File: src/wpb_pkg.sv
// shared types, constants and helpers for the waveform peak binning unit
// no dependencies; imported by every module of the block except wpb_ram
`timescale 1ns / 1ps

package wpb_pkg;

    localparam int MAX_CHANNELS = 8;
    localparam int MAX_COLUMNS  = 1024;
    localparam int COL_W        = $clog2(MAX_COLUMNS);
    localparam int CH_CNT_W     = 4;
    localparam int COLS_CNT_W   = 11;
    localparam int FRAMES_W     = 32;
    localparam int PEAK_W       = 16;
    localparam int SAMPLE_W     = 16;
    localparam int ABS_W        = SAMPLE_W + 1;
    localparam int SUM_W        = ABS_W + $clog2(MAX_CHANNELS);
    localparam int QUEUE_DEPTH  = 2;

    // request codes
    localparam logic [1:0] REQ_FRAME = 2'd0;
    localparam logic [1:0] REQ_CLEAR = 2'd1;
    localparam logic [1:0] REQ_READ  = 2'd2;

    // configuration register indexes
    localparam logic [1:0] CFG_CHANNEL_COUNT = 2'd0;
    localparam logic [1:0] CFG_TOTAL_FRAMES  = 2'd1;
    localparam logic [1:0] CFG_COLUMN_COUNT  = 2'd2;

    // operation codes handed from front to back
    localparam logic [1:0] OP_NONE   = 2'd0;
    localparam logic [1:0] OP_UPDATE = 2'd1;
    localparam logic [1:0] OP_CLEAR  = 2'd2;
    localparam logic [1:0] OP_READ   = 2'd3;

    typedef struct packed {
        logic [1:0]                  req_type;
        logic [FRAMES_W-1:0]         frame_position;
        logic [COL_W-1:0]            read_column;
        logic signed [SAMPLE_W-1:0]  sample_ch0;
        logic signed [SAMPLE_W-1:0]  sample_ch1;
        logic signed [SAMPLE_W-1:0]  sample_ch2;
        logic signed [SAMPLE_W-1:0]  sample_ch3;
        logic signed [SAMPLE_W-1:0]  sample_ch4;
        logic signed [SAMPLE_W-1:0]  sample_ch5;
        logic signed [SAMPLE_W-1:0]  sample_ch6;
        logic signed [SAMPLE_W-1:0]  sample_ch7;
    } t_in_item;

    typedef struct packed {
        logic [COL_W-1:0]  column_index;
        logic [PEAK_W-1:0] peak_value;
        logic              status;
    } t_out_item;

    typedef struct packed {
        logic [1:0]        op;
        logic [COL_W-1:0]  column;
        logic [PEAK_W-1:0] peak;
        logic              status;
    } t_op;

    // configuration as the datapath sees it, channel and column counts clamped
    typedef struct packed {
        logic [CH_CNT_W-1:0]   chans;
        logic [COLS_CNT_W-1:0] cols;
        logic [FRAMES_W-1:0]   total;
    } t_cfg;

    function automatic logic [ABS_W-1:0] f_abs(input logic [SAMPLE_W-1:0] v);
        logic [ABS_W-1:0] ext;
        ext = {1'b0, v};
        if (v[SAMPLE_W-1]) begin
            return ABS_W'(1 << SAMPLE_W) - ext;
        end
        return ext;
    endfunction

endpackage

File: src/wpb_front.sv
// front end: accepts requests, classifies them, computes column and frame peak
// with one shared restoring divider; depends on wpb_pkg
`timescale 1ns / 1ps

module wpb_front
    import wpb_pkg::*;
(
    input  logic     i_clk,
    input  logic     i_rst_n,
    input  t_cfg     i_cfg,
    input  logic     i_hold,
    input  logic     i_in_valid,
    output logic     o_in_stall,
    input  t_in_item i_in_item,
    output logic     o_push,
    output t_op      o_push_op,
    input  logic     i_q_full
);

    localparam int PROD_W = FRAMES_W + COLS_CNT_W;
    localparam int DVD_W  = SUM_W;
    localparam int CNT_W  = $clog2(DVD_W + 1);

    localparam logic [2:0] S_IDLE = 3'd0;
    localparam logic [2:0] S_MUL  = 3'd1;
    localparam logic [2:0] S_DIV  = 3'd2;
    localparam logic [2:0] S_PUSH = 3'd3;

    logic [2:0]          r_state, n_state;
    logic                r_phase, n_phase;
    t_in_item            r_item, n_item;
    t_op                 r_op, n_op;
    logic [FRAMES_W-1:0] r_rem, n_rem;
    logic [FRAMES_W-1:0] r_den, n_den;
    logic [DVD_W-1:0]    r_dvd, n_dvd;
    logic [DVD_W-1:0]    r_q, n_q;
    logic [CNT_W-1:0]    r_cnt, n_cnt;
    logic [SUM_W-1:0]    r_sum, n_sum;

    logic [SAMPLE_W-1:0] samples [MAX_CHANNELS];
    logic [SUM_W-1:0]    sum;
    logic [PROD_W-1:0]   prod;
    logic [FRAMES_W:0]   trial;
    logic [FRAMES_W:0]   diff;
    logic                ge;
    logic [DVD_W-1:0]    q_next;

    assign o_in_stall = (r_state != S_IDLE) || i_hold;
    assign o_push     = (r_state == S_PUSH);
    assign o_push_op  = r_op;

    assign samples[0] = r_item.sample_ch0;
    assign samples[1] = r_item.sample_ch1;
    assign samples[2] = r_item.sample_ch2;
    assign samples[3] = r_item.sample_ch3;
    assign samples[4] = r_item.sample_ch4;
    assign samples[5] = r_item.sample_ch5;
    assign samples[6] = r_item.sample_ch6;
    assign samples[7] = r_item.sample_ch7;

    always_comb begin
        sum = '0;
        for (int ch = 0; ch < MAX_CHANNELS; ch++) begin
            if (CH_CNT_W'(ch) < i_cfg.chans) begin
                sum = sum + SUM_W'(f_abs(samples[ch]));
            end
        end
    end

    assign prod   = PROD_W'(r_item.frame_position) * PROD_W'(i_cfg.cols);
    assign trial  = {r_rem, r_dvd[DVD_W-1]};
    assign ge     = (trial >= {1'b0, r_den});
    assign diff   = trial - {1'b0, r_den};
    assign q_next = {r_q[DVD_W-2:0], ge};

    always_comb begin
        n_state = r_state;
        n_phase = r_phase;
        n_item  = r_item;
        n_op    = r_op;
        n_rem   = r_rem;
        n_den   = r_den;
        n_dvd   = r_dvd;
        n_q     = r_q;
        n_cnt   = r_cnt;
        n_sum   = r_sum;
        case (r_state)
            S_IDLE: begin
                if (i_in_valid && !o_in_stall) begin
                    n_item      = i_in_item;
                    n_op.op     = OP_NONE;
                    n_op.column = '0;
                    n_op.peak   = '0;
                    n_op.status = 1'b0;
                    n_state     = S_PUSH;
                    case (i_in_item.req_type)
                        REQ_FRAME: begin
                            if (i_in_item.frame_position >= i_cfg.total) begin
                                n_op.status = 1'b1;
                            end else begin
                                n_op.op = OP_UPDATE;
                                n_state = S_MUL;
                            end
                        end
                        REQ_CLEAR: begin
                            n_op.op = OP_CLEAR;
                        end
                        REQ_READ: begin
                            n_op.column = i_in_item.read_column;
                            // out of range reads report zero without touching the ram
                            if ({1'b0, i_in_item.read_column} < i_cfg.cols) begin
                                n_op.op = OP_READ;
                            end
                        end
                        default: begin
                            n_op.op = OP_NONE;
                        end
                    endcase
                end
            end
            S_MUL: begin
                // quotient stays below the column count, so the top bits
                // of the product seed the partial remainder directly
                n_rem   = prod[PROD_W-1:COLS_CNT_W];
                n_dvd   = {prod[COLS_CNT_W-1:0], (DVD_W - COLS_CNT_W)'(0)};
                n_den   = i_cfg.total;
                n_cnt   = CNT_W'(COLS_CNT_W);
                n_q     = '0;
                n_phase = 1'b0;
                n_sum   = sum;
                n_state = S_DIV;
            end
            S_DIV: begin
                n_rem = ge ? diff[FRAMES_W-1:0] : trial[FRAMES_W-1:0];
                n_dvd = {r_dvd[DVD_W-2:0], 1'b0};
                n_q   = q_next;
                n_cnt = r_cnt - 1'b1;
                if (r_cnt == CNT_W'(1)) begin
                    if (!r_phase) begin
                        n_op.column = q_next[COL_W-1:0];
                        n_rem       = '0;
                        n_dvd       = r_sum;
                        n_den       = FRAMES_W'(i_cfg.chans);
                        n_cnt       = CNT_W'(DVD_W);
                        n_q         = '0;
                        n_phase     = 1'b1;
                    end else begin
                        n_op.peak = q_next[PEAK_W-1:0];
                        n_state   = S_PUSH;
                    end
                end
            end
            S_PUSH: begin
                if (!i_q_full) begin
                    n_state = S_IDLE;
                end
            end
            default: begin
                n_state = S_IDLE;
            end
        endcase
    end

    always_ff @(posedge i_clk) begin
        if (!i_rst_n) begin
            r_state <= S_IDLE;
            r_phase <= 1'b0;
        end else begin
            r_state <= n_state;
            r_phase <= n_phase;
        end
    end

    always_ff @(posedge i_clk) begin
        r_item <= n_item;
        r_op   <= n_op;
        r_rem  <= n_rem;
        r_den  <= n_den;
        r_dvd  <= n_dvd;
        r_q    <= n_q;
        r_cnt  <= n_cnt;
        r_sum  <= n_sum;
    end

endmodule

File: config.mk
export PLATFORM = sky130hd
export DESIGN_NAME = wpb_front
export DESIGN_NICKNAME = d
export VERILOG_FILES = /design/src/wpb_pkg.sv /design/src/wpb_front.sv
export SDC_FILE = /design/constraint.sdc
export NUM_CORES = 2
export LEC_CHECK = 0
export BUFFER_PORTS_ARGS = -buffer_cell sky130_fd_sc_hd__buf_4
export CAP_MARGIN = 20
export CORE_MARGIN = 2
export CORE_UTILIZATION = 30
export DETAILED_ROUTE_END_ITERATION = 7
export RECOVER_POWER = 50
export SETUP_SLACK_MARGIN = 0.02
export SLEW_MARGIN = 20
export SYNTH_ARGS = -nofsm -noshare
export SYNTH_HDL_FRONTEND = slang
export SYNTH_SLANG_ARGS = --single-unit
File: constraint.sdc
create_clock -name i_clk -period 15.7 [get_ports i_clk]
set_input_delay 2.355 -clock i_clk [delete_from_list [all_inputs] [get_ports i_clk]]
set_output_delay 2.355 -clock i_clk [all_outputs]
set_load 0.02 [all_outputs]
After elaboration in Yosys (flattened, before gate mapping)
Index checks and enable logic that the tools add are counted.
{"block": "op_classes", "mux": 83, "reduce_logical": 14, "n_lt_le_gt_ge": 11, "eq_ne": 11, "add_sub_neg": 17, "multipliers": 1}
{"cell": "17-bit 2-to-1 mux", "n": 24}
{"cell": "20-bit 2-to-1 mux", "n": 9}
{"cell": "32-bit 2-to-1 mux", "n": 5}
{"cell": "20-bit by 17-bit adder with 20-bit output", "n": 7}
{"cell": "17-bit by 16-bit subtractor with 17-bit output (first input constant)", "n": 8}
{"cell": "32-bit one-hot mux with 2 select lines", "n": 2}
{"cell": "26-bit one-hot mux with 2 select lines", "n": 1}
{"cell": "32-bit by 11-bit multiplier with 43-bit output", "n": 1}
{"cell": "20-bit one-hot mux with 2 select lines", "n": 1}
{"cell": "33-bit by 32-bit greater-or-equal comparator with 1-bit output", "n": 1}
{"cell": "32-bit greater-or-equal comparator", "n": 1}
{"cell": "32-bit subtractor", "n": 1}
{"cell": "15-bit 2-to-1 mux", "n": 2}
{"cell": "15-bit one-hot mux with 2 select lines", "n": 1}
{"cell": "27-bit 2-to-1 mux", "n": 1}
{"cell": "26-bit 2-to-1 mux", "n": 1}
{"cell": "1-bit 2-to-1 mux", "n": 20}
{"cell": "10-bit 2-to-1 mux", "n": 2}
{"cell": "3-bit by 4-bit less-than comparator with 1-bit output (first input constant)", "n": 4}
{"cell": "16-bit 2-to-1 mux", "n": 1}
{"cell": "3-bit 2-to-1 mux", "n": 4}
{"cell": "3-bit one-hot mux with 4 select lines", "n": 1}
{"cell": "4-bit AND reduction", "n": 3}
{"cell": "10-bit by 11-bit less-than comparator with 1-bit output", "n": 1}
{"cell": "23 further kinds", "n": 35}
{"block": "word_totals", "wordCells": 158, "reg_bits": 317, "in_bits": 224, "out_inout_bits": 31}

Logic depth before layout (Yosys ltp)
{"block": "depth", "ltp_word": 18, "ltp_mapped": 61, "ltp_nobuf": 60}

Worst setup path after synthesis
No wires, ideal clock.
{"block": "synth_timing", "path_type": "input port to flip-flop", "start": "input i_cfg[46] in the netlist's numbering", "end": "register r_sum[19], data pin", "cell_stages": 57, "path_buffers": 4, "required_time_ps": 15440, "arrival_time_ps": 12200, "setup_slack_ps": 3241, "setup_ps": 260, "cell_sequence": "or2_1 -> clkbuf_1 -> nor3_1 -> buf_2 -> buf_1 -> nor2_1 -> fa_1 -> a21o_1 -> a21oi_1 -> o21ai_0 -> a21oi_1 -> o21bai_1 -> a21oi_1 -> xnor2_1 -> a21oi_1 -> ha_1 -> clkbuf_1 -> a21oi_1 -> [21 not listed] -> a41oi_1 -> nand2_1 -> o21ai_0 -> ha_1 -> or3_1 -> a311o_1 -> nand2_1 -> xor2_1 -> nor2_1 -> a211oi_1 -> a21oi_1 -> ha_1 -> o21ai_0 -> a31oi_1 -> nor3_1 -> or2_2 -> a211oi_2 -> xnor2_1"}
{"block": "synth_between", "elab_chain_len": 16, "elab_cells_between_ends": 23, "classes_between": "add/sub: 7; order compare: 8; mux: 8"}
{"item": "from (decl)", "line": "wpb_front.sv:10", "text": "input t_cfg i_cfg,"}
{"item": "1-bit by 4-bit less-than comparator with 1-bit output", "line": "wpb_front.sv:64", "text": "if (CH_CNT_W'(ch) < i_cfg.chans) begin"}
{"item": "17-bit 2-to-1 mux", "line": "wpb_front.sv:64"}
{"item": "20-bit by 17-bit adder with 20-bit output", "line": "wpb_front.sv:65", "text": "sum = sum + SUM_W'(f_abs(samples[ch]));"}
{"item": "20-bit 2-to-1 mux", "line": "wpb_front.sv:64"}
{"item": "20-bit by 17-bit adder with 20-bit output", "line": "wpb_front.sv:65"}
{"item": "20-bit 2-to-1 mux", "line": "wpb_front.sv:64"}
{"item": "20-bit by 17-bit adder with 20-bit output", "line": "wpb_front.sv:65"}
{"item": "20-bit 2-to-1 mux", "line": "wpb_front.sv:64"}
{"item": "20-bit by 17-bit adder with 20-bit output", "line": "wpb_front.sv:65"}
{"item": "20-bit 2-to-1 mux", "line": "wpb_front.sv:64"}
{"item": "20-bit by 17-bit adder with 20-bit output", "line": "wpb_front.sv:65"}
{"item": "20-bit 2-to-1 mux", "line": "wpb_front.sv:64"}
{"item": "20-bit by 17-bit adder with 20-bit output", "line": "wpb_front.sv:65"}
{"item": "20-bit 2-to-1 mux", "line": "wpb_front.sv:64"}
{"item": "20-bit by 17-bit adder with 20-bit output", "line": "wpb_front.sv:65"}
{"item": "20-bit 2-to-1 mux (*)", "line": "wpb_front.sv:64"}
{"item": "net sum[19]", "line": "wpb_front.sv:41", "text": "logic [SUM_W-1:0] sum;"}
{"item": "to (signal assigned)", "line": "wpb_front.sv:182", "text": "r_sum <= n_sum;"}
{"item": "to (decl)", "line": "wpb_front.sv:38", "text": "logic [SUM_W-1:0] r_sum, n_sum;"}
Mark *: on every way through the listed nets, which the timed path passes. The rest lies on a longest branch.
A chain may end at the register's enable or synchronous reset.

Final worst setup path
{"block": "layout_timing", "start": "input i_cfg[46] in the netlist's numbering", "end": "register r_sum[18], data pin"}
Same word-level chain as after synthesis.

==> flow_metrics.env <==
export IMPL_status="finished, violations left"
export IMPL_violations="capacitance limit, slew limit"
export IMPL_die_w_um=339
export IMPL_cts_resized=0
export IMPL_cp_end_kind="flip-flop"
export IMPL_fmax_ghz=0.0757
export IMPL_antenna_found_initial=2
export IMPL_arrival_ns=13.54
export IMPL_drtPass1Iterations=6
export IMPL_grt_pass1_wl_um=147000
export IMPL_cts_hold_buf=0
export IMPL_max_cap_violations=4
export IMPL_drc=0
export IMPL_io_buffer_count=254
export IMPL_coreArea_sq_mm=0.112
export IMPL_placed_area_sq_mm=0.0372
export IMPL_cts_buffer_depth=3
export IMPL_cts_buffers=40
export IMPL_core_rowCount=123
export IMPL_ys_seq_elements=316
export IMPL_first_iter_violations=1438
export IMPL_drt_vias_per_instance=4.90
export IMPL_nFillCells=11632
export IMPL_antenna_left=0
export IMPL_async_flop_share_pct=0
export IMPL_wl_per_cell_um=17.0
export IMPL_criticalPathCategory="in -> reg"
export IMPL_worst_path_buf_inv=3
export IMPL_period_minus_slack_ns=13.20
export IMPL_clkSinkCount=316
export IMPL_yosysTopAreaCellShare_pct=27.9
export IMPL_post_route_period_util_pct=84.1
export IMPL_clk_pin_slew_worst_paths_ns=0.06
export IMPL_post_cts_buffers=0
export IMPL_synth_ff_type="edfxtp_1"
export IMPL_multi_input_area_sq_mm=0.0224
export IMPL_drv_slew=241
export IMPL_cp_required_ns=16.04
export IMPL_start_kind="input pin"
export IMPL_die_h_um=339
export IMPL_r2r_slack_ns=4.32
export IMPL_max_slew_margin_rel_pct=-115
export IMPL_tritoncts="done"
export IMPL_clk_latency_ns=0.61
export IMPL_postLayoutCoreUtil_pct=34.3
export IMPL_grt_usage_pct=15.8
export IMPL_grt_pass1_vias=26837
export IMPL_rsz0062_at_grt="no"
export IMPL_skew_ns=0.0264
export IMPL_netlist_area_sq_mm=0.0337
export IMPL_synth_cell_types=97
export IMPL_grt_overflow_total=0
export IMPL_seqCellArea_sq_mm=0.00946
export IMPL_htree_levels=2
export IMPL_syn_inst=3610
export IMPL_ys_seq_area_share_pct=28.0
export IMPL_synth_top_cell_by_area="edfxtp_1"
export IMPL_area_growth_pct=13.9
export IMPL_dpl_hpwl_um=72100
export IMPL_fp_dieArea_sq_mm=0.115
export IMPL_wirelength_um=90700
export IMPL_nets=4585
export IMPL_setup_viol=0
export IMPL_path_common_cell="a21oi_1"
export IMPL_slowest_delay_ns=0.41
export IMPL_design_area_sq_mm=0.0384
export IMPL_path_max_fanout=29
export IMPL_gp_congestion=0.894
export IMPL_grt_max_degree=76
export IMPL_yosysWarnings=0
export IMPL_hold_viol=0
export IMPL_num_vias=26133
export IMPL_avgSynthCellArea_sq_um=9.34
export IMPL_synth_edf_count=313
export IMPL_io_pins=255
export IMPL_layout_drive_gt1_share_pct=10.0
export IMPL_start_util_pct=30.1
export IMPL_post_synth_main_area_contributors="edfxtp_1 28%, fa_1 16%, ha_1 11%"
export IMPL_slowest_stage="fa_1"
export IMPL_setup_tns_ns=0
export IMPL_cts_root_buf="clkbuf_16"
export IMPL_min_path_type="reg -> reg"
export IMPL_critPathTopFamily="compound AO/OA/AOI/OAI gates"
export IMPL_worst_pin_slew_ns=3.23
final timing paths:
check | end | cells past startpoint | start
worst max register to register | r_sum[18] | 57 | r_item[112]
worst max-delay path | r_sum[18] | 58 | i_cfg[46]
worst min register to register | r_state[0] | 2 | r_state[0]
worst min-delay path | r_state[0] | 2 | r_state[0]
registers in the layout, indices dropped and copies added (netlist names):
signal / cells
r_item: 160
r_cnt: 5
r_state: 2
r_dvd: 20
r_rem: 32
r_phase: 1
r_q: 15
o_push_op: 29
r_sum: 20
r_den: 32
kinds of logic (layout without fill, tap and decap cells):
| group | after synthesis | in the layout | synth area share (%) |
|---|---|---|---|
| and+or+nand+nor | 1144 | 1144 | 16.0 |
| AOI/OAI and AO/OA | 752 | 752 | 14.5 |
| adders and majority gates | 564 | 564 | 27.1 |
| buffers and inverters | 519 | 731 | 5.79 |
| DFF | 316 | 316 | 28.0 |
| xor gates and xnor gates | 258 | 258 | 6.74 |
| muxes | 56 | 56 | 1.79 |
| other | 1 | 9 | 0.0111 |
per-stage QoR:
| step | cells | hold WS [ns] | setup slack, ns |
|---|---|---|---|
| global route | 5330 | 0.531 | 1.45 |
| global placement | 5255 | 0.491 | 2.27 |
| finish | 5330 | 0.508 | 2.50 |
| CTS | 5329 | 0.511 | 2.61 |
| detailed placement | 5255 | 0.502 | 2.05 |
| floorplan | 3617 | 0.464 | 3.24 |
layer usage:
| layer | routed length (um) | global-route usage (%) | vias to the layer above |
|---|---|---|---|
| met4 | 2440 | 4.10 | 0 |
| met5 | 0 | 0 | - |
| li1 | - | - | 12758 |
| met3 | 3690 | 1.62 | 116 |
| met1 | 39600 | 20.3 | 12650 |
| met2 | 45000 | 28.3 | 609 |
tightest hold or removal path: stages, from the launching register on:
cell	delay, ns
dfxtp_1	0.34
nand2_1	0.07
a21oi_1	0.05
final cells by class:
cell class | instances | share of cell area (%)
Antenna cell | 1 | 0.00651
Multi-Input combinational cell | 2782 | 58.2
Clock buffer | 42 | 2.63
Timing Repair Buffer | 271 | 4.94
Clock inverter | 32 | 0.951
Inverter | 386 | 3.78
Tap cell | 1500 | 4.89
Sequential cell | 316 | 24.6
cells in the final DEF (no fill, tap or decap), types with 37 or more instances in the layout:
cell / synthesis / final
clkbuf_16: 0 / 40
a21o_1: 108 / 108
nand2b_1: 40 / 40
nor3_1: 49 / 48
clkbuf_1: 123 / 38
fa_1: 277 / 277
o31ai_1: 37 / 37
o21ai_0: 152 / 152
inv_1: 386 / 385
and2_1: 141 / 129
and3_1: 40 / 40
edfxtp_1: 313 / 313
xnor2_1: 176 / 176
clkbuf_4: 0 / 126
nand3_1: 51 / 51
buf_4: 1 / 109
nand2_1: 486 / 486
xor2_1: 81 / 81
ha_1: 287 / 287
nor2_1: 203 / 203
a21oi_1: 200 / 199
cell usage after synthesis (37+ instances only):
cell type    n
and2_1     141
a21o_1     108
xnor2_1    176
o21ai_0    152
and3_1      40
edfxtp_1   313
clkbuf_1   123
o31ai_1     37
a21oi_1    200
xor2_1      81
nor2_1     203
nand3_1     51
nand2_1    486
nor3_1      49
fa_1       277
nand2b_1    40
ha_1       287
inv_1      386
Power is not shown: default switching activity piles up to over one toggle a cycle in this logic, so the estimate is an artifact.
