--- config.mk ---
export PLATFORM = sky130hd
export DESIGN_NAME = wpb_queue
export DESIGN_NICKNAME = d
export VERILOG_FILES = /design/src/wpb_pkg.sv /design/src/wpb_queue.sv
export SDC_FILE = /design/constraint.sdc
export NUM_CORES = 1
export LEC_CHECK = 0
export ABC_AREA = 0
export BUFFER_PORTS_ARGS = -buffer_cell sky130_fd_sc_hd__buf_4
export CAP_MARGIN = 15
export CORE_ASPECT_RATIO = 1.1
export CORE_MARGIN = 2
export CORE_UTILIZATION = 51
export CTS_BUF_LIST = sky130_fd_sc_hd__clkbuf_16
export CTS_CLUSTER_SIZE = 25
export DETAILED_ROUTE_END_ITERATION = 8
export PLACE_DENSITY_LB_ADDON = 0.25
export SLEW_MARGIN = 20
export SYNTH_ARGS = -nofsm -noshare
export SYNTH_HDL_FRONTEND = slang
export SYNTH_SLANG_ARGS = --single-unit
--- constraint.sdc ---
create_clock -name i_clk -period 2.7 [get_ports i_clk]
set_input_delay 0.54 -clock i_clk [delete_from_list [all_inputs] [get_ports i_clk]]
set_output_delay 0.54 -clock i_clk [all_outputs]
set_load 0.1 [all_outputs]
--- src/wpb_pkg.sv ---
// shared types, constants and helpers for the waveform peak binning unit
// no dependencies; imported by every module of the block except wpb_ram
`timescale 1ns / 1ps

package wpb_pkg;

    localparam int MAX_CHANNELS = 8;
    localparam int MAX_COLUMNS  = 1024;
    localparam int COL_W        = $clog2(MAX_COLUMNS);
    localparam int CH_CNT_W     = 4;
    localparam int COLS_CNT_W   = 11;
    localparam int FRAMES_W     = 32;
    localparam int PEAK_W       = 16;
    localparam int SAMPLE_W     = 16;
    localparam int ABS_W        = SAMPLE_W + 1;
    localparam int SUM_W        = ABS_W + $clog2(MAX_CHANNELS);
    localparam int QUEUE_DEPTH  = 2;

    // request codes
    localparam logic [1:0] REQ_FRAME = 2'd0;
    localparam logic [1:0] REQ_CLEAR = 2'd1;
    localparam logic [1:0] REQ_READ  = 2'd2;

    // configuration register indexes
    localparam logic [1:0] CFG_CHANNEL_COUNT = 2'd0;
    localparam logic [1:0] CFG_TOTAL_FRAMES  = 2'd1;
    localparam logic [1:0] CFG_COLUMN_COUNT  = 2'd2;

    // operation codes handed from front to back
    localparam logic [1:0] OP_NONE   = 2'd0;
    localparam logic [1:0] OP_UPDATE = 2'd1;
    localparam logic [1:0] OP_CLEAR  = 2'd2;
    localparam logic [1:0] OP_READ   = 2'd3;

    typedef struct packed {
        logic [1:0]                  req_type;
        logic [FRAMES_W-1:0]         frame_position;
        logic [COL_W-1:0]            read_column;
        logic signed [SAMPLE_W-1:0]  sample_ch0;
        logic signed [SAMPLE_W-1:0]  sample_ch1;
        logic signed [SAMPLE_W-1:0]  sample_ch2;
        logic signed [SAMPLE_W-1:0]  sample_ch3;
        logic signed [SAMPLE_W-1:0]  sample_ch4;
        logic signed [SAMPLE_W-1:0]  sample_ch5;
        logic signed [SAMPLE_W-1:0]  sample_ch6;
        logic signed [SAMPLE_W-1:0]  sample_ch7;
    } t_in_item;

    typedef struct packed {
        logic [COL_W-1:0]  column_index;
        logic [PEAK_W-1:0] peak_value;
        logic              status;
    } t_out_item;

    typedef struct packed {
        logic [1:0]        op;
        logic [COL_W-1:0]  column;
        logic [PEAK_W-1:0] peak;
        logic              status;
    } t_op;

    // configuration as the datapath sees it, channel and column counts clamped
    typedef struct packed {
        logic [CH_CNT_W-1:0]   chans;
        logic [COLS_CNT_W-1:0] cols;
        logic [FRAMES_W-1:0]   total;
    } t_cfg;

    function automatic logic [ABS_W-1:0] f_abs(input logic [SAMPLE_W-1:0] v);
        logic [ABS_W-1:0] ext;
        ext = {1'b0, v};
        if (v[SAMPLE_W-1]) begin
            return ABS_W'(1 << SAMPLE_W) - ext;
        end
        return ext;
    endfunction

endpackage

--- src/wpb_queue.sv ---
// short fifo of decoded operations between front and back
// depends on wpb_pkg
`timescale 1ns / 1ps

module wpb_queue
    import wpb_pkg::*;
(
    input  logic i_clk,
    input  logic i_rst_n,
    input  logic i_push,
    input  t_op  i_push_op,
    output logic o_full,
    input  logic i_pop,
    output logic o_empty,
    output t_op  o_head
);

    localparam int PTR_W = $clog2(QUEUE_DEPTH);
    localparam int CNT_W = $clog2(QUEUE_DEPTH + 1);

    t_op              r_mem [QUEUE_DEPTH];
    logic [PTR_W-1:0] r_wr_ptr, n_wr_ptr;
    logic [PTR_W-1:0] r_rd_ptr, n_rd_ptr;
    logic [CNT_W-1:0] r_count, n_count;
    logic             do_push;
    logic             do_pop;

    assign o_full  = (r_count == CNT_W'(QUEUE_DEPTH));
    assign o_empty = (r_count == '0);
    assign o_head  = r_mem[r_rd_ptr];
    assign do_push = i_push && !o_full;
    assign do_pop  = i_pop && !o_empty;

    always_comb begin
        n_wr_ptr = r_wr_ptr;
        n_rd_ptr = r_rd_ptr;
        n_count  = r_count;
        if (do_push) begin
            n_wr_ptr = (r_wr_ptr == PTR_W'(QUEUE_DEPTH - 1)) ? '0 : r_wr_ptr + 1'b1;
        end
        if (do_pop) begin
            n_rd_ptr = (r_rd_ptr == PTR_W'(QUEUE_DEPTH - 1)) ? '0 : r_rd_ptr + 1'b1;
        end
        if (do_push && !do_pop) begin
            n_count = r_count + 1'b1;
        end else if (do_pop && !do_push) begin
            n_count = r_count - 1'b1;
        end
    end

    always_ff @(posedge i_clk) begin
        if (!i_rst_n) begin
            r_wr_ptr <= '0;
            r_rd_ptr <= '0;
            r_count  <= '0;
        end else begin
            r_wr_ptr <= n_wr_ptr;
            r_rd_ptr <= n_rd_ptr;
            r_count  <= n_count;
        end
    end

    always_ff @(posedge i_clk) begin
        if (do_push) begin
            r_mem[r_wr_ptr] <= i_push_op;
        end
    end

endmodule

Word-level counts from Yosys, hierarchy flattened. Memories as Yosys holds them, arrays and structs flattened. A register that Yosys moved wholly into a read port is not among the register bits. Cells that the tools add are included.

Input port bits: 33. Memories kept: 1. Word-level logic and storage cells: 27. Bits in writable memories: 58. Register bits after elaboration: 4. Output and inout port bits: 31.

$add $sub $neg: 4. Equal/unequal tests: 1. Muxes and demuxes: 8. Reduce and logical (&&, ||, !) cells: 10.

Memory list: r_mem (depth 2, width 29, read ports 1, clocked after Yosys merged registers in 1, wr ports 1, line wpb_queue.sv:21) `t_op r_mem [QUEUE_DEPTH];`.

Operators with widths (number): 1-bit 2-to-1 mux (6); 1-bit logical AND (4); 1-bit zero test (4); 2-bit 2-to-1 mux (2); 1-bit adder, second input constant (2); 2-bit by 1-bit adder with 2-bit output, second input constant (1); 2-bit == test, second input constant (1); 2-bit zero test (1); 2-bit nonzero test (1); 2-bit by 1-bit subtractor with 2-bit output, second input constant (1).

Logic depth before layout (Yosys ltp). Gate-level depths: netlist of the first run.

Depth in word-level cells: 7. Depth in mapped cells: 7. Depth with buffers taken out: 7.

Worst setup path after synthesis of the first run. OpenSTA, ideal clock, no wires.

Path type: reg-to-reg. Start point: register r_count[0]. End point: memory r_mem[0][0] (netlist name) (enable). Required time: 2.288 ns. Data arrival time: 1.994 ns. Setup slack: 0.294 ns. Path buffers: 0. Stages on the path, launching flop included: 4. Period minus slack after synthesis: 2.406 ns. Setup time: 0.412 ns. Path through: dfxtp_1 nand2b_1 inv_2 nor3_2.

Word-level cells in the longest chain between the ends: 5.

RTL lines: start, declared (line wpb_queue.sv:24) `logic [CNT_W-1:0] r_count, n_count;`; start signal, assigned (line wpb_queue.sv:59) `r_count <= n_count;`; 2-bit == test (line wpb_queue.sv:28) `assign o_full = (r_count == CNT_W'(QUEUE_DEPTH));`; via o_full (line wpb_queue.sv:12) `output logic o_full,`; 1-bit zero test (line wpb_queue.sv:31) `assign do_push = i_push && !o_full;`; 1-bit logical AND (line wpb_queue.sv:31); 1-bit 2-to-1 mux (line wpb_queue.sv:64) `if (do_push) begin`; 1-bit 2-to-1 mux (implied by the code) (line wpb_queue.sv:65) `r_mem[r_wr_ptr] <= i_push_op;`; end, declared (line wpb_queue.sv:21).

The timed path passes the listed nets, and every way through them passes these cells.

==> flow_summary.json, run 1 <==
{
  "die-height_um": 74.8,
  "cpMostUsedCell": "buf_4",
  "min_path_type": "in -> reg",
  "die_width_um": 68.3,
  "initial_core_util_pct": 53.4,
  "place_congestion": 0.658,
  "grt_pass1_wl_um": 5760,
  "post_cts_buffers": 0,
  "ys_top_cells_by_area": "edfxtp_1, mux2_2, dfxtp_1",
  "arrival_ps": 1610,
  "tritoncts": "done",
  "critPathCaptureType": "output port",
  "startpoint_type": "register",
  "ant_nets": 0,
  "setup_viol": 0,
  "clock_skew_ps": 3.08,
  "rsz0062_at_grt": "no",
  "cp_slowest_stage_delay_ps": 400,
  "rows": 25,
  "grt_overflow_total": 0,
  "cts_sinks": 63,
  "area_delta_synth_final_pct": 36.5,
  "cp_max_fo": 29,
  "fp.dieArea_um2": 5110,
  "clock_tree.htree_level_count": 3,
  "clockBufferDepth": 2,
  "netlist_instances": 115,
  "layout_min_cycle_time_ps": 2150,
  "cts_buffers": 9,
  "io_pins": 64,
  "finalNetCount": 223,
  "clk_pin_slew_ps": 50,
  "via_per_inst": 5.05,
  "routed_wirelength_um": 4030,
  "wl_per_cell_um": 16.3,
  "drt_pass1_iterations": 4,
  "grt_max_degree": 31,
  "groute.usage.overall_pct": 16.9,
  "insertion_delay_ps": 320,
  "grt_pass1_vias": 1242,
  "critPathRequiredTime_ps": 2160,
  "path_class": "reg -> out",
  "synthesis.area_um2": 2320,
  "slew_violations": 0,
  "vias": 1253,
  "ctsHoldBuffers": 0,
  "synth.yosys.seq_area_share_pct": 79.3,
  "worst_pin_slew_ps": 389,
  "antenna_found_initial": 0,
  "status": "finished clean",
  "hold_violations": 0,
  "crit_chain": "buf_4 > mux2_2 > buf_4",
  "cts_root_buf": "clkbuf_16",
  "dp_hpwl_um": 2620,
  "ys_types": 21,
  "place_inst": 232,
  "final_cells": 248,
  "ys_warn_count": 0,
  "maxSlewHeadroom_pct": 74.1,
  "post_cts_resized": 0,
  "initialDrtViolationCount": 56,
  "fmax_mhz": 466,
  "synth_seq_cells": 63,
  "final_util_pct": 72.9,
  "core_area_um2": 4350,
  "post-synth-top-area-fraction_pct": 75.0,
  "cp_slowest_cell": "mux2_2",
  "yosysTopAreaCell": "edfxtp_1",
  "maxCapViolations": 0,
  "drive_above_1_share_pct": 58.2,
  "finalSetupTns_ps": 0,
  "finalCritPeriodShare_pct": 79.6,
  "port_buffers": 63,
  "drcViolationCount": 0,
  "syn_nets": 149,
  "avgSynthCellArea_um2": 20.2,
  "diodes": 0
}
[area by class of cell]
class                           instances  area (um2)
Sequential cell                        63        1840
Inverter                                2        7.51
Fill cell                             276        1180
Clock inverter                          7        72.6
Clock buffer                            9         225
Timing Repair Buffer                   66         495
Multi-Input combinational cell         47         459
Tap cell                               54        67.6
[sequential cells by signal, indices dropped and copies added (netlist names), named ones only]
signal and cells:
r_wr_ptr 1, r_count 2, r_rd_ptr 1, r_mem 58
[cells in the mapped netlist]
master	n
and3_1	1
o21ai_0	1
a21boi_1	1
nor2_1	2
nand2b_1	1
buf_2	1
edfxtp_1	58
or3_1	1
a21boi_0	1
inv_1	1
dfxtp_1	5
and2_1	3
o21ai_1	1
ha_1	1
o21a_1	1
nor3_2	1
xnor2_1	2
inv_2	1
mux2_2	29
xor2_1	1
buf_4	2
[cells by family (layout without fill, tap and decap cells)]
family | count (synthesis) | count (layout) | share of synthesized area, %
DFF | 63 | 63 | 79.3
muxes | 29 | 29 | 14.1
and+or+nand+nor | 9 | 9 | 2.37
AOI/OAI and AO/OA | 5 | 5 | 1.40
buffers and inverters | 5 | 84 | 1.18
xor gates and xnor gates | 3 | 3 | 1.13
adders and majority gates | 1 | 1 | 0.539
[stage by stage]
stage / hold WS (ps) / setup slack [ps] / instance area (um2)
after floorplan: 483 / 294 / 2320
after global placement: 500 / 898 / 2870
after detailed placement: 528 / 877 / 2870
after CTS: 387 / 512 / 3170
after global routing: 390 / 484 / 3170
final: 396 / 552 / 3170
[per-layer routing]
layer | global-route usage [%] | vias up | wire length, um
li1 | - | 596 | -
met1 | 18.6 | 602 | 1610
met2 | 28.2 | 43 | 2100
met3 | 5.08 | 12 | 217
met4 | 11.3 | 0 | 110
met5 | 0 | - | 0
[placed cells by master (no fill, tap or decap), drive strengths merged, types with 2 or more instances in the layout]
master / n
and2: 3
o21ai: 2
nor2: 2
clkinv: 3
edfxtp: 58
inv: 3
clkinvlp: 2
dfxtp: 5
buf: 66
xnor2: 2
clkbuf: 9
mux2: 29
a21boi: 2
[worst paths after layout]
| kind | start | to | slack [ps] | cells past startpoint |
|---|---|---|---|---|
| worst min-delay path | i_push_op[19] | r_mem[1][19] | 400 | 1 |
| worst max register to register | r_count[0] | r_count[1] | 1070 | 6 |
| worst min register to register | r_count[1] | r_count[1] | 540 | 2 |
| worst max-delay path | register | o_head[22] | 550 | 3 |
[critical path: cells and delay by family, from the launching register on]
kind,cells,cell delay (ps)
flip-flops,1,300
multiplexers,1,400
buffers and inverters,2,570
Power of run 1 is left out: the tool's default activity adds up to more than one toggle a clock period on the data nets, which glitch-free logic cannot reach.
==> run 2, diff against run 1 <==
==> constraint.sdc (replaced) <==
create_clock -name i_clk -period 2 [get_ports i_clk]
set_input_delay 0.4 -clock i_clk [delete_from_list [all_inputs] [get_ports i_clk]]
set_output_delay 0.4 -clock i_clk [all_outputs]
set_load 0.1 [all_outputs]
==> run 2 against run 1 <==
Against the previous run:
- worst setup slack got worse by 450 ps
- global-route usage about the same
- largest cell class unchanged
- wire length rose by 2.9%
- register-to-register slack got worse by 670 ps
- worst hold slack lost 130 ps
==> flow_summary.json, run 2 (synthesis results as in run 1) <==
{
  "port_buffers": 63,
  "final_common_cell": "buf_4",
  "grt_pass1_vias": 1322,
  "routed_wirelength_um": 4150,
  "nFillCells": 265,
  "setup_ws_ps": 105,
  "regToRegSetupSlack_ps": 400,
  "post_cts_resized": 0,
  "final_area_um2": 3180,
  "cts_buffers": 9,
  "clock_tree.htree_level_count": 3,
  "io_pins": 64,
  "dr_wl_met3_um": 265,
  "die_width_um": 68.3,
  "final_cell_mix": "buf_4, edfxtp_1, mux2_2",
  "die-height_um": 74.8,
  "setup_viol": 0,
  "place_congestion": 0.647,
  "rsz0062_at_grt": "no",
  "groute.usage.overall_pct": 16.9,
  "grt_overflow_total": 0,
  "hold_violations": 0,
  "path_class": "reg -> out",
  "clk_pin_slew_ps": 50,
  "core_area_um2": 4350,
  "arrival_ps": 1500,
  "initial_core_util_pct": 53.4,
  "fmax_mhz": 528,
  "dp_hpwl_um": 2850,
  "endpoint": "o_head[12]",
  "min_path_type": "in -> reg",
  "startpoint_type": "register",
  "whs_ps": 265,
  "ctsHoldBuffers": 0,
  "critPathRequiredTime_ps": 1600,
  "post_cts_buffers": 0,
  "layout_min_cycle_time_ps": 1900,
  "drcViolationCount": 0,
  "antenna_found_initial": 0,
  "diodes": 0,
  "reg.largest.list": "r_mem (58), r_count (2)",
  "initialDrtViolationCount": 50,
  "drt_pass1_iterations": 6,
  "cts_root_buf": "clkbuf_16",
  "cts_sinks": 63,
  "critPathCaptureType": "output port",
  "maxSlewHeadroom_pct": 73.0,
  "tritoncts": "done",
  "drive_above_1_share_pct": 58.4,
  "finalNetCount": 226,
  "clockBufferDepth": 2,
  "grt_pass1_wl_um": 5900,
  "placed_cell_area_um2": 2890,
  "r2r_start": "r_count[0]",
  "finalCritPeriodShare_pct": 94.8,
  "grt_max_degree": 18,
  "worstRegToRegCells": 4,
  "area_delta_synth_final_pct": 37.1,
  "pre_cts_ws_ps": 396,
  "ant_nets": 0,
  "wl_met1_um": 1570,
  "met2_length_um": 2270,
  "cp_max_fo": 17,
  "fp.dieArea_um2": 5110,
  "top_layer": "met4",
  "largest_reg_flops": 58,
  "vias": 1290,
  "slew_violations": 0,
  "wl_per_cell_um": 16.5,
  "via_per_inst": 5.14,
  "status": "finished clean",
  "maxCapViolations": 0,
  "finalSetupTns_ps": 0,
  "rows": 25,
  "clock_skew_ps": 5.97,
  "rr_endpoint": "r_mem[0][0]",
  "insertion_delay_ps": 320,
  "top_register": "r_mem",
  "worst_pin_slew_ps": 404
}
run 2: changes by cell type in the layout (fill, tap and decap cells not counted), sizes merged:
cell      before  now
buf           66   69
clkinv         3    4
clkinvlp       2    1
run 2: worst min path at each step:
stage | from | endpoint | cells after the start
after CTS | i_push_op[13] | r_mem[0][13] | 1
after floorplan | r_count[1] | r_count[1] | 2
after global routing | i_push_op[6] | r_mem[1][6] | 1
final | i_push_op[27] | r_mem[1][27] | 1
after detailed placement | r_count[1] | r_count[1] | 2
after global placement | r_count[1] | r_count[1] | 2
run 2: final cells by class:
type	count	area [um2]	area share, %
sequential	63	1840	57.8
timing repair buffer	69	518	16.3
multi-input combinational	47	459	14.4
clock buffer	9	225	7.07
tap	54	67.6	2.12
clock inverter	7	65.1	2.04
inverter	2	7.51	0.236
run 2: through the flow:
step / utilization, % / std cells
3_3_place_gp: 66.6 / 235
4_1_cts: 73.2 / 251
3_5_place_dp: 66.6 / 235
2_1_floorplan: - / 115
5_1_grt: 73.2 / 251
6_report: 73.2 / 251
run 2: critical path, stage by stage (launching register included):
cell and delay, ps:
dfxtp_1 320, buf_4 250, mux2_2 370, buf_4 240
run 2: routing by layer:
metal | GRT usage, % | up-vias
met5 | 0 | -
met4 | 10.7 | 0
met3 | 4.93 | 5
met2 | 29.6 | 41
met1 | 17.8 | 646
li1 | - | 598
Power of run 2 is left out for the same reason.
==> run 3, diff against run 2 <==
--- a/config.mk
+++ b/config.mk
@@ -14,7 +14,7 @@
 export CTS_BUF_LIST = sky130_fd_sc_hd__clkbuf_16
 export CTS_CLUSTER_SIZE = 25
 export DETAILED_ROUTE_END_ITERATION = 8
-export PLACE_DENSITY_LB_ADDON = 0.25
+export PLACE_DENSITY_LB_ADDON = 0.1
 export SLEW_MARGIN = 20
 export SYNTH_ARGS = -nofsm -noshare
 export SYNTH_HDL_FRONTEND = slang
==> run 3 against run 2 <==
Against the previous run:
- via count down 1.5%
- utilization rose by 0.29 points
- non-clock buffer count stayed put
- wire length is 0.63% lower
- sequential share of layout area down 0.23 points
- first-iteration DRC count up 70%
- maximum frequency fell by 0.28%
- design area rose by 0.39%
- die area did not move
- count of clock-buffer cells in the layout unchanged
- clock skew down 1.3 ps
- critical endpoint is now o_head[6]
- largest cell class unchanged
==> flow_summary.json, run 3 (synthesis results as in run 1) <==
{
  "cp_max_fo": 16,
  "drive_above_1_share_pct": 57.7,
  "insertion_delay_ps": 320,
  "status": "finished clean",
  "clockBufferDepth": 2,
  "final_area_um2": 3200,
  "finalNetCount": 226,
  "post_cts_resized": 0,
  "path_class": "reg -> out",
  "hold_violations": 0,
  "seq_area_um2": 1840,
  "cts_sinks": 63,
  "post_cts_buffers": 0,
  "port_buffers": 63,
  "cpMostUsedCell": "buf_4",
  "multiInputGateArea_um2": 459,
  "core_area_um2": 4350,
  "clock_skew_ps": 4.68,
  "dp_hpwl_um": 2740,
  "initialDrtViolationCount": 85,
  "maxCapViolations": 0,
  "diodes": 0,
  "ant_nets": 0,
  "rows": 25,
  "area_delta_synth_final_pct": 37.7,
  "arrival_ps": 1500,
  "ctsHoldBuffers": 0,
  "fp.dieArea_um2": 5110,
  "io_pins": 64,
  "cp_slowest_stage_delay_ps": 380,
  "place_congestion": 0.668,
  "largest_reg_flops": 58,
  "vias": 1271,
  "rsz0062_at_grt": "no",
  "critPathRequiredTime_ps": 1600,
  "die_width_um": 68.3,
  "fmax_mhz": 526,
  "drcViolationCount": 0,
  "crit_chain": "buf_4 > mux2_2 > buf_4",
  "holdCritStartpoint": "i_push_op[5]",
  "final_cell_mix": "buf_4, edfxtp_1, mux2_2",
  "tritoncts": "done",
  "slew_violations": 0,
  "clock_tree.htree_level_count": 3,
  "layout_min_cycle_time_ps": 1900,
  "grt_pass1_wl_um": 6350,
  "whs_ps": 262,
  "cts_buffers": 9,
  "clk_pin_slew_ps": 50,
  "final_cells": 250,
  "setup_viol": 0,
  "reg.largest.list": "r_mem (58), r_count (2)",
  "cts_root_buf": "clkbuf_16",
  "min_path_type": "in -> reg",
  "rr_endpoint": "r_count[1]",
  "groute.usage.overall_pct": 18.2,
  "drt_pass1_iterations": 4,
  "r2r_start": "r_count[0]",
  "min_to": "r_mem[1][5]",
  "worstRegToRegCells": 6,
  "initial_core_util_pct": 53.4,
  "worst_pin_slew_ps": 308,
  "grt_max_degree": 17,
  "cp_slowest_cell": "mux2_2",
  "grt_pass1_vias": 1349,
  "via_per_inst": 5.08,
  "critPathCaptureType": "output port",
  "top_register": "r_mem",
  "wl_per_cell_um": 16.5,
  "cp.buffers_inverters": 2,
  "finalCritPeriodShare_pct": 95.0,
  "antenna_found_initial": 0,
  "routed_wirelength_um": 4120,
  "place_inst": 235,
  "finalSetupTns_ps": 0,
  "nFillCells": 281,
  "hold-path-cell-count": 1,
  "critPathTopFamily": "buffers and inverters",
  "grt_overflow_total": 0,
  "final_common_cell": "buf_4",
  "regToRegSetupSlack_ps": 350,
  "die-height_um": 74.8,
  "placed_cell_area_um2": 2890,
  "maxSlewHeadroom_pct": 79.3,
  "startpoint_type": "register"
}
[run 3: through the flow]
stage	util, %	setup WS [ps]
after floorplan	-	5.87
after global placement	66.6	448
after detailed placement	66.6	358
after CTS	73.5	85.3
after global routing	73.5	46.9
final	73.5	99.4
[run 3: area by class of cell]
class | count | area share [%]
well taps | 54 | 2.11
inverters | 2 | 0.235
clock inverters | 6 | 2.43
clock buffers | 9 | 7.05
flip-flops and latches | 63 | 57.6
multi-input cells | 47 | 14.4
repair buffers | 69 | 16.2
[run 3: per-layer routing]
layer | track usage, % | vias to the layer above | routed length, um
met1 | 20.0 | 621 | 1580
met4 | 12.9 | 0 | 80
met2 | 30.2 | 46 | 2200
met5 | 0 | - | 0
met3 | 5.08 | 9 | 262
li1 | - | 595 | -
[run 3: worst reg2reg max path, stage by stage, from the launching register on]
cell and delay (ps):
dfxtp_1 430, nand2b_1 200, inv_2 70, nor2_1 100, ha_1 280, or3_1 370
a21boi_1 140
[run 3: worst max-delay path by stage]
stage          startpoint          to  slack, ps  depth (start not counted)
3_5_place_dp   r_count[0]  r_count[1]        360                          6
3_3_place_gp     register   o_head[6]        450                          3
2_1_floorplan  r_count[0]     o_empty          6                          1
5_1_grt          register   o_head[4]         50                          3
6_report         register   o_head[6]        100                          3
4_1_cts          register   o_head[6]         90                          3
Power of run 3 is left out for the same reason.
